### src/design/delta_timer_queue_assert.svh
// ----------------------------------------------------------------------------
// delta timer queue assertion macros
// Shared property forms, clocked on clk_i and disabled while rst_ni is low.
// ----------------------------------------------------------------------------
`ifndef DELTA_TIMER_QUEUE_ASSERT_SVH
`define DELTA_TIMER_QUEUE_ASSERT_SVH

// same-cycle implication
`define DTQ_ASSERT_IMP(lbl, ante, cons, msg) \
  lbl: assert property (@(posedge clk_i) disable iff (!rst_ni) (ante) |-> (cons)) \
    else $error(msg);

// next-cycle implication
`define DTQ_ASSERT_NXT(lbl, ante, cons, msg) \
  lbl: assert property (@(posedge clk_i) disable iff (!rst_ni) (ante) |=> (cons)) \
    else $error(msg);

`endif

### src/design/dtq_pkg.sv
// ----------------------------------------------------------------------------
// dtq_pkg
// Constants, codes and control types of the delta timer queue.
// ----------------------------------------------------------------------------
package dtq_pkg;

  localparam int QUEUE_DEPTH   = 16;
  localparam int TASK_ID_WIDTH = 8;
  localparam int MAX_RESULTS   = 16;

  localparam int DELTA_W      = 16;
  localparam int TASK_FIELD_W = 8;
  localparam int TASK_W       = (TASK_ID_WIDTH < TASK_FIELD_W) ? TASK_ID_WIDTH : TASK_FIELD_W;
  localparam int IDX_W        = $clog2(QUEUE_DEPTH);
  localparam int CNT_W        = $clog2(QUEUE_DEPTH + 1);
  localparam int SUM_W        = DELTA_W + 1;
  localparam int RES_CNT_W    = $clog2(MAX_RESULTS + 1);

  typedef enum logic {
    OP_INSERT = 1'b0,
    OP_TICK   = 1'b1
  } op_e;

  typedef enum logic [1:0] {
    KIND_ACCEPTED = 2'd0,
    KIND_FULL     = 2'd1,
    KIND_EXPIRED  = 2'd2
  } kind_e;

  typedef enum logic [1:0] {
    CMD_NONE,
    CMD_INSERT,
    CMD_DEC_HEAD,
    CMD_POP
  } store_cmd_e;

  typedef enum logic [2:0] {
    ST_IDLE,
    ST_WALK,
    ST_INSERT,
    ST_RESP,
    ST_TICK,
    ST_POP
  } state_e;

  typedef struct packed {
    store_cmd_e         cmd;
    logic [IDX_W-1:0]   pos;
    logic [DELTA_W-1:0] nd;
    logic [TASK_W-1:0]  tid;
    logic [IDX_W-1:0]   rd_idx;
  } store_ctl_t;

  typedef struct packed {
    logic [CNT_W-1:0]   count;
    logic [DELTA_W-1:0] head_delta;
    logic [DELTA_W-1:0] next_delta;
    logic [DELTA_W-1:0] rd_delta;
    logic [TASK_W-1:0]  head_task;
  } store_sts_t;

endpackage

### src/design/dtq_req_if.sv
// ----------------------------------------------------------------------------
// dtq_req_if
// Request channel: insert a timer or signal one elapsed tick.
// ----------------------------------------------------------------------------
interface dtq_req_if;
  import dtq_pkg::*;

  logic                    valid;
  logic                    ready;
  logic                    op;
  logic [DELTA_W-1:0]      delay_ticks;
  logic [TASK_FIELD_W-1:0] task_id;

  modport source (output valid, output op, output delay_ticks, output task_id, input ready);
  modport sink   (input valid, input op, input delay_ticks, input task_id, output ready);
endinterface

### src/design/dtq_rsp_if.sv
// ----------------------------------------------------------------------------
// dtq_rsp_if
// Result channel: insert status or released task.
// ----------------------------------------------------------------------------
interface dtq_rsp_if;
  import dtq_pkg::*;

  logic                    valid;
  logic                    ready;
  logic [1:0]              kind;
  logic [TASK_FIELD_W-1:0] expired_task;
  logic                    last;

  modport source (output valid, output kind, output expired_task, output last, input ready);
  modport sink   (input valid, input kind, input expired_task, input last, output ready);
endinterface

### src/design/dtq_entry_store.sv
// ----------------------------------------------------------------------------
// dtq_entry_store
// Ordered entry registers with one-step insert shift and head pop.
// ----------------------------------------------------------------------------
`include "delta_timer_queue_assert.svh"

module dtq_entry_store (
  input  logic                clk_i,
  input  logic                rst_ni,
  input  dtq_pkg::store_ctl_t ctl_i,
  output dtq_pkg::store_sts_t sts_o
);
  import dtq_pkg::*;

  logic [DELTA_W-1:0] delta_q [QUEUE_DEPTH];
  logic [TASK_W-1:0]  task_q  [QUEUE_DEPTH];
  logic [CNT_W-1:0]   count_q;
  logic [CNT_W-1:0]   count_d;

  genvar k;
  for (k = 0; k < QUEUE_DEPTH; k++) begin : g_entry
    if (k == 0) begin : g_head
      always_ff @(posedge clk_i) begin
        case (ctl_i.cmd)
          CMD_INSERT: begin
            if (ctl_i.pos == '0) begin
              delta_q[k] <= ctl_i.nd;
              task_q[k]  <= ctl_i.tid;
            end
          end
          CMD_DEC_HEAD: delta_q[k] <= delta_q[k] - 1'b1;
          CMD_POP: begin
            delta_q[k] <= delta_q[k+1];
            task_q[k]  <= task_q[k+1];
          end
          default: ;
        endcase
      end
    end else begin : g_body
      always_ff @(posedge clk_i) begin
        case (ctl_i.cmd)
          CMD_INSERT: begin
            if (k == ctl_i.pos) begin
              delta_q[k] <= ctl_i.nd;
              task_q[k]  <= ctl_i.tid;
            end else if (k > ctl_i.pos && k <= count_q) begin
              // entry right after the new one gives up the new delta
              if (k == ctl_i.pos + 1) begin
                delta_q[k] <= delta_q[k-1] - ctl_i.nd;
              end else begin
                delta_q[k] <= delta_q[k-1];
              end
              task_q[k] <= task_q[k-1];
            end
          end
          CMD_POP: begin
            if (k < QUEUE_DEPTH - 1) begin
              delta_q[k] <= delta_q[(k+1) % QUEUE_DEPTH];
              task_q[k]  <= task_q[(k+1) % QUEUE_DEPTH];
            end
          end
          default: ;
        endcase
      end
    end
  end

  always_comb begin
    count_d = count_q;
    case (ctl_i.cmd)
      CMD_INSERT: count_d = count_q + 1'b1;
      CMD_POP:    count_d = count_q - 1'b1;
      default:    count_d = count_q;
    endcase
  end

  always_ff @(posedge clk_i or negedge rst_ni) begin
    if (!rst_ni) begin
      count_q <= '0;
    end else begin
      count_q <= count_d;
    end
  end

  assign sts_o.count      = count_q;
  assign sts_o.head_delta = delta_q[0];
  assign sts_o.next_delta = delta_q[1];
  assign sts_o.rd_delta   = delta_q[ctl_i.rd_idx];
  assign sts_o.head_task  = task_q[0];

  `DTQ_ASSERT_IMP(a_count_range, 1'b1, count_q <= CNT_W'(QUEUE_DEPTH), "entry count above depth")
  `DTQ_ASSERT_IMP(a_insert_room, ctl_i.cmd == CMD_INSERT, count_q < CNT_W'(QUEUE_DEPTH), "insert into full store")
  `DTQ_ASSERT_IMP(a_pop_head_due, ctl_i.cmd == CMD_POP, count_q != '0 && delta_q[0] == '0, "pop of pending head")
  `DTQ_ASSERT_NXT(a_insert_grows, ctl_i.cmd == CMD_INSERT, count_q == $past(count_q) + 1'b1, "insert lost")

endmodule

### src/design/dtq_ctrl.sv
// ----------------------------------------------------------------------------
// dtq_ctrl
// Sequencer with one shared add/compare unit walking the delta list.
// ----------------------------------------------------------------------------
module dtq_ctrl (
  input  logic                               clk_i,
  input  logic                               rst_ni,
  input  logic                               req_valid_i,
  input  logic                               req_op_i,
  input  logic [dtq_pkg::DELTA_W-1:0]        req_delay_i,
  input  logic [dtq_pkg::TASK_FIELD_W-1:0]   req_task_i,
  output logic                               req_ready_o,
  input  dtq_pkg::store_sts_t                sts_i,
  output dtq_pkg::store_ctl_t                ctl_o,
  input  logic                               slot_free_i,
  output logic                               rsp_load_o,
  output dtq_pkg::kind_e                     rsp_kind_o,
  output logic [dtq_pkg::TASK_W-1:0]         rsp_task_o,
  output logic                               rsp_last_o
);
  import dtq_pkg::*;

  state_e               state_q, state_d;
  logic [DELTA_W-1:0]   delay_q;
  logic [TASK_W-1:0]    tid_q;
  logic [SUM_W-1:0]     sum_q;
  logic [CNT_W-1:0]     idx_q;
  logic [IDX_W-1:0]     pos_q;
  logic [DELTA_W-1:0]   nd_q;
  kind_e                kind_q;
  logic [RES_CNT_W-1:0] npop_q;

  logic [SUM_W-1:0] sum;
  logic             hit;
  logic             walk_end;
  logic             full;
  logic             pop_last;

  // shared unit: running sum and compare against the requested delay
  assign sum      = sum_q + SUM_W'(sts_i.rd_delta);
  assign hit      = sum >= SUM_W'(delay_q);
  assign walk_end = (idx_q == sts_i.count) || hit;
  assign full     = sts_i.count >= CNT_W'(QUEUE_DEPTH);
  assign pop_last = !((sts_i.count > CNT_W'(1)) && (sts_i.next_delta == '0) &&
                      (npop_q < RES_CNT_W'(MAX_RESULTS - 1)));

  always_comb begin
    state_d = state_q;
    case (state_q)
      ST_IDLE: begin
        if (req_valid_i) begin
          if (req_op_i == OP_TICK) begin
            state_d = ST_TICK;
          end else if (full) begin
            state_d = ST_RESP;
          end else begin
            state_d = ST_WALK;
          end
        end
      end
      ST_WALK:   if (walk_end) state_d = ST_INSERT;
      ST_INSERT: state_d = ST_RESP;
      ST_RESP:   if (slot_free_i) state_d = ST_IDLE;
      ST_TICK: begin
        if (sts_i.count == '0) begin
          state_d = ST_IDLE;
        end else if (sts_i.head_delta == '0 || sts_i.head_delta == DELTA_W'(1)) begin
          state_d = ST_POP;
        end else begin
          state_d = ST_IDLE;
        end
      end
      ST_POP:    if (slot_free_i && pop_last) state_d = ST_IDLE;
      default:   state_d = ST_IDLE;
    endcase
  end

  always_comb begin
    req_ready_o  = 1'b0;
    ctl_o.cmd    = CMD_NONE;
    ctl_o.pos    = pos_q;
    ctl_o.nd     = nd_q;
    ctl_o.tid    = tid_q;
    ctl_o.rd_idx = idx_q[IDX_W-1:0];
    rsp_load_o   = 1'b0;
    rsp_kind_o   = kind_q;
    rsp_task_o   = '0;
    rsp_last_o   = 1'b1;
    case (state_q)
      ST_IDLE:   req_ready_o = 1'b1;
      ST_INSERT: ctl_o.cmd = CMD_INSERT;
      ST_RESP:   rsp_load_o = slot_free_i;
      ST_TICK: begin
        if (sts_i.count != '0 && sts_i.head_delta != '0) begin
          ctl_o.cmd = CMD_DEC_HEAD;
        end
      end
      ST_POP: begin
        rsp_load_o = slot_free_i;
        rsp_kind_o = KIND_EXPIRED;
        rsp_task_o = sts_i.head_task;
        rsp_last_o = pop_last;
        if (slot_free_i) begin
          ctl_o.cmd = CMD_POP;
        end
      end
      default: ;
    endcase
  end

  always_ff @(posedge clk_i or negedge rst_ni) begin
    if (!rst_ni) begin
      state_q <= ST_IDLE;
    end else begin
      state_q <= state_d;
    end
  end

  always_ff @(posedge clk_i) begin
    case (state_q)
      ST_IDLE: begin
        // zero delay counts as one tick
        delay_q <= (req_delay_i == '0) ? DELTA_W'(1) : req_delay_i;
        tid_q   <= TASK_W'(req_task_i);
        sum_q   <= '0;
        idx_q   <= '0;
        npop_q  <= '0;
        kind_q  <= full ? KIND_FULL : KIND_ACCEPTED;
      end
      ST_WALK: begin
        if (walk_end) begin
          pos_q <= idx_q[IDX_W-1:0];
          nd_q  <= delay_q - sum_q[DELTA_W-1:0];
        end else begin
          sum_q <= sum;
          idx_q <= idx_q + 1'b1;
        end
      end
      ST_POP: begin
        if (slot_free_i) begin
          npop_q <= npop_q + 1'b1;
        end
      end
      default: ;
    endcase
  end

endmodule

### src/design/delta_timer_queue.sv
// ----------------------------------------------------------------------------
// delta_timer_queue
// Hardware timer queue kept as a sorted list of tick deltas.
// ----------------------------------------------------------------------------
// Usage: requests arrive on req_i (op 0 inserts a timer of delay_ticks for
// task_id, op 1 reports one elapsed tick); results leave on rsp_o.
// An insert gives one result: accepted, or full when QUEUE_DEPTH timers are
// pending. A tick gives one expired result per released task, in expiry
// order, with last set on the final one; it gives none if nothing expires.
// One request is handled at a time; req_i.ready is high only while idle.
// Insert: an accept step, one walk step per entry passed plus one for the
// hit or the list end, a shift step and a result step; the walk is done by
// the single add/compare unit stepping through the entries. An insert into
// a full queue goes from the accept step straight to its result step.
// Tick: an accept step and a tick step, plus one pop step per released task.
// Results sit in an output register; while one is held with rsp_o.ready low,
// the walk or release sequence waits at its result step and no request is taken.
// Reset (rst_ni low, asynchronous) empties the queue at once.
// ----------------------------------------------------------------------------
module delta_timer_queue (
  input  logic clk_i,
  input  logic rst_ni,
  dtq_req_if.sink   req_i,
  dtq_rsp_if.source rsp_o
);
  import dtq_pkg::*;

  store_ctl_t        ctl;
  store_sts_t        sts;
  logic              slot_free;
  logic              rsp_load;
  kind_e             rsp_kind;
  logic [TASK_W-1:0] rsp_task;
  logic              rsp_last;

  logic                    rsp_valid_q;
  logic [1:0]              rsp_kind_q;
  logic [TASK_FIELD_W-1:0] rsp_task_q;
  logic                    rsp_last_q;

  dtq_ctrl u_ctrl (
    .clk_i       (clk_i),
    .rst_ni      (rst_ni),
    .req_valid_i (req_i.valid),
    .req_op_i    (req_i.op),
    .req_delay_i (req_i.delay_ticks),
    .req_task_i  (req_i.task_id),
    .req_ready_o (req_i.ready),
    .sts_i       (sts),
    .ctl_o       (ctl),
    .slot_free_i (slot_free),
    .rsp_load_o  (rsp_load),
    .rsp_kind_o  (rsp_kind),
    .rsp_task_o  (rsp_task),
    .rsp_last_o  (rsp_last)
  );

  dtq_entry_store u_store (
    .clk_i  (clk_i),
    .rst_ni (rst_ni),
    .ctl_i  (ctl),
    .sts_o  (sts)
  );

  assign slot_free = !rsp_valid_q || rsp_o.ready;

  always_ff @(posedge clk_i or negedge rst_ni) begin
    if (!rst_ni) begin
      rsp_valid_q <= 1'b0;
    end else if (rsp_load) begin
      rsp_valid_q <= 1'b1;
    end else if (rsp_o.ready) begin
      rsp_valid_q <= 1'b0;
    end
  end

  always_ff @(posedge clk_i) begin
    if (rsp_load) begin
      rsp_kind_q <= rsp_kind;
      rsp_task_q <= TASK_FIELD_W'(rsp_task);
      rsp_last_q <= rsp_last;
    end
  end

  assign rsp_o.valid        = rsp_valid_q;
  assign rsp_o.kind         = rsp_kind_q;
  assign rsp_o.expired_task = rsp_task_q;
  assign rsp_o.last         = rsp_last_q;

endmodule

### src/flat_wrapper.sv
// flat-port wrapper written by rule: the top's interface ports become plain ports
module delta_timer_queue_flat import dtq_pkg::*;
  (clk_i, rst_ni, req_i_valid, req_i_op, req_i_delay_ticks, req_i_task_id, req_i_ready, rsp_o_valid, rsp_o_kind, rsp_o_expired_task, rsp_o_last, rsp_o_ready);
  dtq_req_if req_i_i ();
  dtq_rsp_if rsp_o_i ();
  input  logic clk_i;
  input  logic rst_ni;
  input wire logic [$bits(req_i_i.valid)-1:0] req_i_valid;
  input wire logic [$bits(req_i_i.op)-1:0] req_i_op;
  input wire logic [$bits(req_i_i.delay_ticks)-1:0] req_i_delay_ticks;
  input wire logic [$bits(req_i_i.task_id)-1:0] req_i_task_id;
  output wire logic [$bits(req_i_i.ready)-1:0] req_i_ready;
  output wire logic [$bits(rsp_o_i.valid)-1:0] rsp_o_valid;
  output wire logic [$bits(rsp_o_i.kind)-1:0] rsp_o_kind;
  output wire logic [$bits(rsp_o_i.expired_task)-1:0] rsp_o_expired_task;
  output wire logic [$bits(rsp_o_i.last)-1:0] rsp_o_last;
  input wire logic [$bits(rsp_o_i.ready)-1:0] rsp_o_ready;
  assign req_i_i.valid = req_i_valid;
  assign req_i_i.op = req_i_op;
  assign req_i_i.delay_ticks = req_i_delay_ticks;
  assign req_i_i.task_id = req_i_task_id;
  assign req_i_ready = req_i_i.ready;
  assign rsp_o_valid = rsp_o_i.valid;
  assign rsp_o_kind = rsp_o_i.kind;
  assign rsp_o_expired_task = rsp_o_i.expired_task;
  assign rsp_o_last = rsp_o_i.last;
  assign rsp_o_i.ready = rsp_o_ready;
  delta_timer_queue u_core (.clk_i(clk_i), .rst_ni(rst_ni), .req_i(req_i_i), .rsp_o(rsp_o_i));
endmodule
### config.mk
export PLATFORM = sky130hd
export DESIGN_NAME = delta_timer_queue_flat
export DESIGN_NICKNAME = d
export VERILOG_FILES = /design/src/design/dtq_pkg.sv /design/src/design/dtq_req_if.sv /design/src/design/dtq_rsp_if.sv /design/src/design/dtq_entry_store.sv /design/src/design/dtq_ctrl.sv /design/src/design/delta_timer_queue.sv /design/src/flat_wrapper.sv
export VERILOG_INCLUDE_DIRS = /design/src /design/src/design
export SDC_FILE = /design/constraint.sdc
export NUM_CORES = 2
export LEC_CHECK = 0
export BUFFER_PORTS_ARGS = -buffer_cell sky130_fd_sc_hd__buf_4
export CORE_MARGIN = 8
export CORE_UTILIZATION = 59
export DETAILED_ROUTE_END_ITERATION = 8
export GPL_ROUTABILITY_DRIVEN = 0
export PLACE_DENSITY = 0.83
export SYNTH_ARGS = -nofsm -noshare
export SYNTH_HDL_FRONTEND = slang
export SYNTH_SLANG_ARGS = --single-unit
### constraint.sdc
create_clock -name clk_i -period 6.1 [get_ports clk_i]
set_input_delay 0.305 -clock clk_i [delete_from_list [all_inputs] [get_ports clk_i]]
set_output_delay 0.305 -clock clk_i [all_outputs]
set_load 0.1 [all_outputs]
==> flow_summary.json <==
{
  "min-delay-path-class": "in2reg",
  "worstMarginPinSlew_ps": 1230,
  "synth_seq_cells": 480,
  "ys_top_cells_by_count": "635 x sky130_fd_sc_hd__nand2_1, 467 x sky130_fd_sc_hd__edfxtp_1, 447 x sky130_fd_sc_hd__o21ai_0",
  "syn_nets": 4617,
  "grt_usage_pct": 31.7,
  "post_route_skew_ps": 21.5,
  "worstPathMaxFanout": 17,
  "seq_area_um2": 14300,
  "max_freq_mhz": 169,
  "final_net_count": 4568,
  "layout_worst_path_cycle_share_pct": 96.7,
  "die_height_um": 272,
  "synth_area_per_cell_um2": 9.04,
  "reg2reg_to": "u_core.u_ctrl.sum_q[1]",
  "final.min_clock_period_ps": 5900,
  "detail_route.first_pass.iterations": 9,
  "routed_wl_um": 121000,
  "synthDistinctLibCells": 90,
  "area_delta_synth_final_pct": 8.48,
  "synth_warnings": 0,
  "port_buffers": 41,
  "synthTopCellsByArea": "sky130_fd_sc_hd__edfxtp_1 36%, sky130_fd_sc_hd__ha_1 9.1%, sky130_fd_sc_hd__nand2_1 6.1%",
  "ff2ff_path_depth": 22,
  "placementRows": 94,
  "number_of_instances_in_the_synthesized_netlist": 4290,
  "die_x_um": 272,
  "drive_above_1_share_pct": 8.73,
  "globalRoute.totalOverflow": 0,
  "post-route-drc-count": 3,
  "clkTransAtPathRegs_ps": 60,
  "report.final.setup_viol": 0,
  "cts.sink_count": 480,
  "synth_flop_cell": "sky130_fd_sc_hd__edfxtp_1",
  "final_hold_viol_count": 0,
  "cp-start-kind": "register",
  "post_synth_instance_area_um2": 38800,
  "tritoncts_buffers": 54,
  "detail_route.wl_per_cell_um": 23.6,
  "setup.worst_path.end_class": "register",
  "route.antenna.remaining_nets": 0,
  "final_cells": 5147,
  "tritoncts": "yes",
  "first_pass_grt_wire_length_um": 189000,
  "clk-insertion-delay-late_ps": 630,
  "pin_count_of_the_biggest_net_entering_global_routing": 107,
  "detail_route.vias_per_cell": 6.95,
  "status": "finished, violations left",
  "synth_enable_flop_cells": 467,
  "arrival_ps": 6220,
  "detailroute.via_count": 35800,
  "slew_headroom_pct": 17.7,
  "area_of_combinational_cells_with_multiple_inputs_um2": 23000,
  "dp.final_hpwl_um": 91300,
  "min_path_cells": 2,
  "hold_path_startpoint": "req_i_delay_ticks[0]",
  "fillCellCount": 5014,
  "clk_path_buf_depth": 3,
  "first_global_vias": 34300,
  "synth_top_cell_by_area": "sky130_fd_sc_hd__edfxtp_1",
  "worstHoldEndpoint": "u_core.u_ctrl.delay_q[0]",
  "htree_levels": 2,
  "detailedRoute.firstIterationViolations": 5205,
  "synth.most_common_cell": "sky130_fd_sc_hd__nand2_1",
  "initial_utilization_pct": 59.3,
  "violated_checks": "DRC",
  "reg2reg_setup_slack_ps": 200,
  "synth-async-reset-ratio_pct": 1.88,
  "num_io_pins": 42,
  "critical_path_required_ps": 6420,
  "post_cts_buffers": 0,
  "root_buffer": "sky130_fd_sc_hd__clkbuf_16",
  "fraction_of_synthesized_cell_area_taken_by_the_top_area_cell_type_pct": 36.2,
  "dpl.cell_count": 5024,
  "grt_antenna_before_repair": 3,
  "core_area_um2": 65400,
  "maxCapViolCount": 0,
  "report.final.slew_viol_count": 0,
  "dieArea_um2": 74200,
  "setup.worst_path.class": "reg2reg",
  "synth_seq_area_share_pct": 36.9
}
-- placed cells by master, fill, tap and decap left out, types with 11 or more instances in the layout --
cell and count:
sky130_fd_sc_hd__nor3_1 93, sky130_fd_sc_hd__mux2_2 11, sky130_fd_sc_hd__mux2i_1 69, sky130_fd_sc_hd__a21boi_0 20
sky130_fd_sc_hd__o21ai_0 443, sky130_fd_sc_hd__nor2_1 283, sky130_fd_sc_hd__nand3_1 72, sky130_fd_sc_hd__nand2b_1 54
sky130_fd_sc_hd__inv_1 135, sky130_fd_sc_hd__o31ai_1 30, sky130_fd_sc_hd__fa_1 17, sky130_fd_sc_hd__and2_1 27
sky130_fd_sc_hd__a21o_1 53, sky130_fd_sc_hd__nand2_1 633, sky130_fd_sc_hd__o21a_1 27, sky130_fd_sc_hd__dlygate4sd3_1 25
sky130_fd_sc_hd__mux4_2 80, sky130_fd_sc_hd__ha_1 281, sky130_fd_sc_hd__or3_1 45, sky130_fd_sc_hd__a211oi_1 53
sky130_fd_sc_hd__o311ai_0 25, sky130_fd_sc_hd__nor2b_1 59, sky130_fd_sc_hd__o22ai_1 39, sky130_fd_sc_hd__edfxtp_1 467
sky130_fd_sc_hd__a21oi_1 282, sky130_fd_sc_hd__a31oi_1 103, sky130_fd_sc_hd__xnor2_1 124, sky130_fd_sc_hd__buf_4 138
sky130_fd_sc_hd__a22oi_1 35, sky130_fd_sc_hd__and3_1 49, sky130_fd_sc_hd__nor4_1 13, sky130_fd_sc_hd__o211ai_1 93
sky130_fd_sc_hd__clkbuf_16 55, sky130_fd_sc_hd__or2_2 20, sky130_fd_sc_hd__clkinv_1 14, sky130_fd_sc_hd__xor2_1 69
sky130_fd_sc_hd__o221ai_1 12
-- per-stage QoR --
step	worst slack [ps]	hold WS [ps]	setup TNS, ps	util (%)	cell area, µm²
floorplan	24.7	9.41	0	-	38800
global placement	234	159	0	61.3	40100
detailed placement	214	161	0	61.3	40100
CTS	107	10.9	0	64.3	42000
global route	-0.0773	26.2	-0.138	64.3	42100
finish	200	22.3	0	64.3	42100
-- final cells by class --
class	instances	area share [%]
Clock buffer	67	3.43
Clock inverter	30	0.613
Antenna cell	1	0.00595
Inverter	135	1.20
Sequential cell	480	34.1
Multi-Input combinational cell	3398	54.6
Tap cell	864	2.57
Timing Repair Buffer	172	3.49
-- kinds of logic (layout without fill, tap and decap cells) --
family,after synthesis,count (layout),synth area share [%]
simple gates,1399,1399,16.3
compound gates,1348,1348,21.6
flops,480,480,36.9
buf+inv,412,404,4.07
fa+ha+maj,298,298,9.94
xor+xnor,193,193,4.36
mux,160,160,6.75
other cells,0,1,0
-- layer usage --
metal | part of all wire (%) | global-route usage, %
met1 | 36 | 40.2
met2 | 45 | 49.9
met3 | 13 | 6.81
met4 | 6.2 | 18.4
met5 | 0.021 | 0
-- worst max-delay path by stage --
stage | depth (start not counted) | startpoint | endpoint | slack, ps
after floorplan | 18 | register | u_core.u_ctrl.nd_q[0] | 20
after global placement | 22 | register | u_core.u_ctrl.sum_q[0] | 230
after detailed placement | 22 | register | u_core.u_ctrl.sum_q[0] | 210
after CTS | 22 | register | u_core.u_ctrl.sum_q[0] | 110
after global routing | 22 | register | u_core.u_ctrl.sum_q[2] | -0.08
final | 22 | register | u_core.u_ctrl.sum_q[1] | 200
-- what timing repair did --
| item | in CTS | in global routing |
|---|---|---|
| gates resized for setup | 0 | 5 |
| endpoints found under the hold margin | 33 | 0 |
| endpoints found under the setup margin | 0 | 19 |
| hold buffers | 25 | 0 |
-- critical path: stages (launching register included) --
cell and delay, ps:
sky130_fd_sc_hd__dfxtp_4 450, sky130_fd_sc_hd__buf_12 160, sky130_fd_sc_hd__mux4_2 570, sky130_fd_sc_hd__mux4_2 500, sky130_fd_sc_hd__ha_1 240, sky130_fd_sc_hd__fa_1 450
sky130_fd_sc_hd__a211oi_1 250, sky130_fd_sc_hd__nor2_1 100, sky130_fd_sc_hd__o211ai_1 230, sky130_fd_sc_hd__nand2_1 150, sky130_fd_sc_hd__a31oi_2 290, sky130_fd_sc_hd__o21bai_1 110
sky130_fd_sc_hd__xor2_1 160, sky130_fd_sc_hd__ha_1 300, sky130_fd_sc_hd__a21o_1 170, sky130_fd_sc_hd__a21oi_1 170, sky130_fd_sc_hd__o31ai_1 110, sky130_fd_sc_hd__a211oi_2 230
sky130_fd_sc_hd__buf_4 170, sky130_fd_sc_hd__o2111a_1 240, sky130_fd_sc_hd__o31ai_2 110, sky130_fd_sc_hd__nand2_2 230, sky130_fd_sc_hd__buf_12 190
-- flip-flops by register name, indices dropped and copies added (netlist names), 8 cells and up, named ones only --
| name | cells |
|---|---|
| u_core.u_ctrl.tid_q | 8 |
| u_core.u_ctrl.sum_q | 17 |
| u_core.u_ctrl.nd_q | 16 |
| u_core.rsp_o.expired_task | 8 |
| u_core.u_store.task_q | 128 |
| u_core.u_store.delta_q | 256 |
| u_core.u_ctrl.delay_q | 16 |
Power is left out: the tool's default activity adds up to more than one toggle a clock period on the data nets, which glitch-free logic cannot reach.
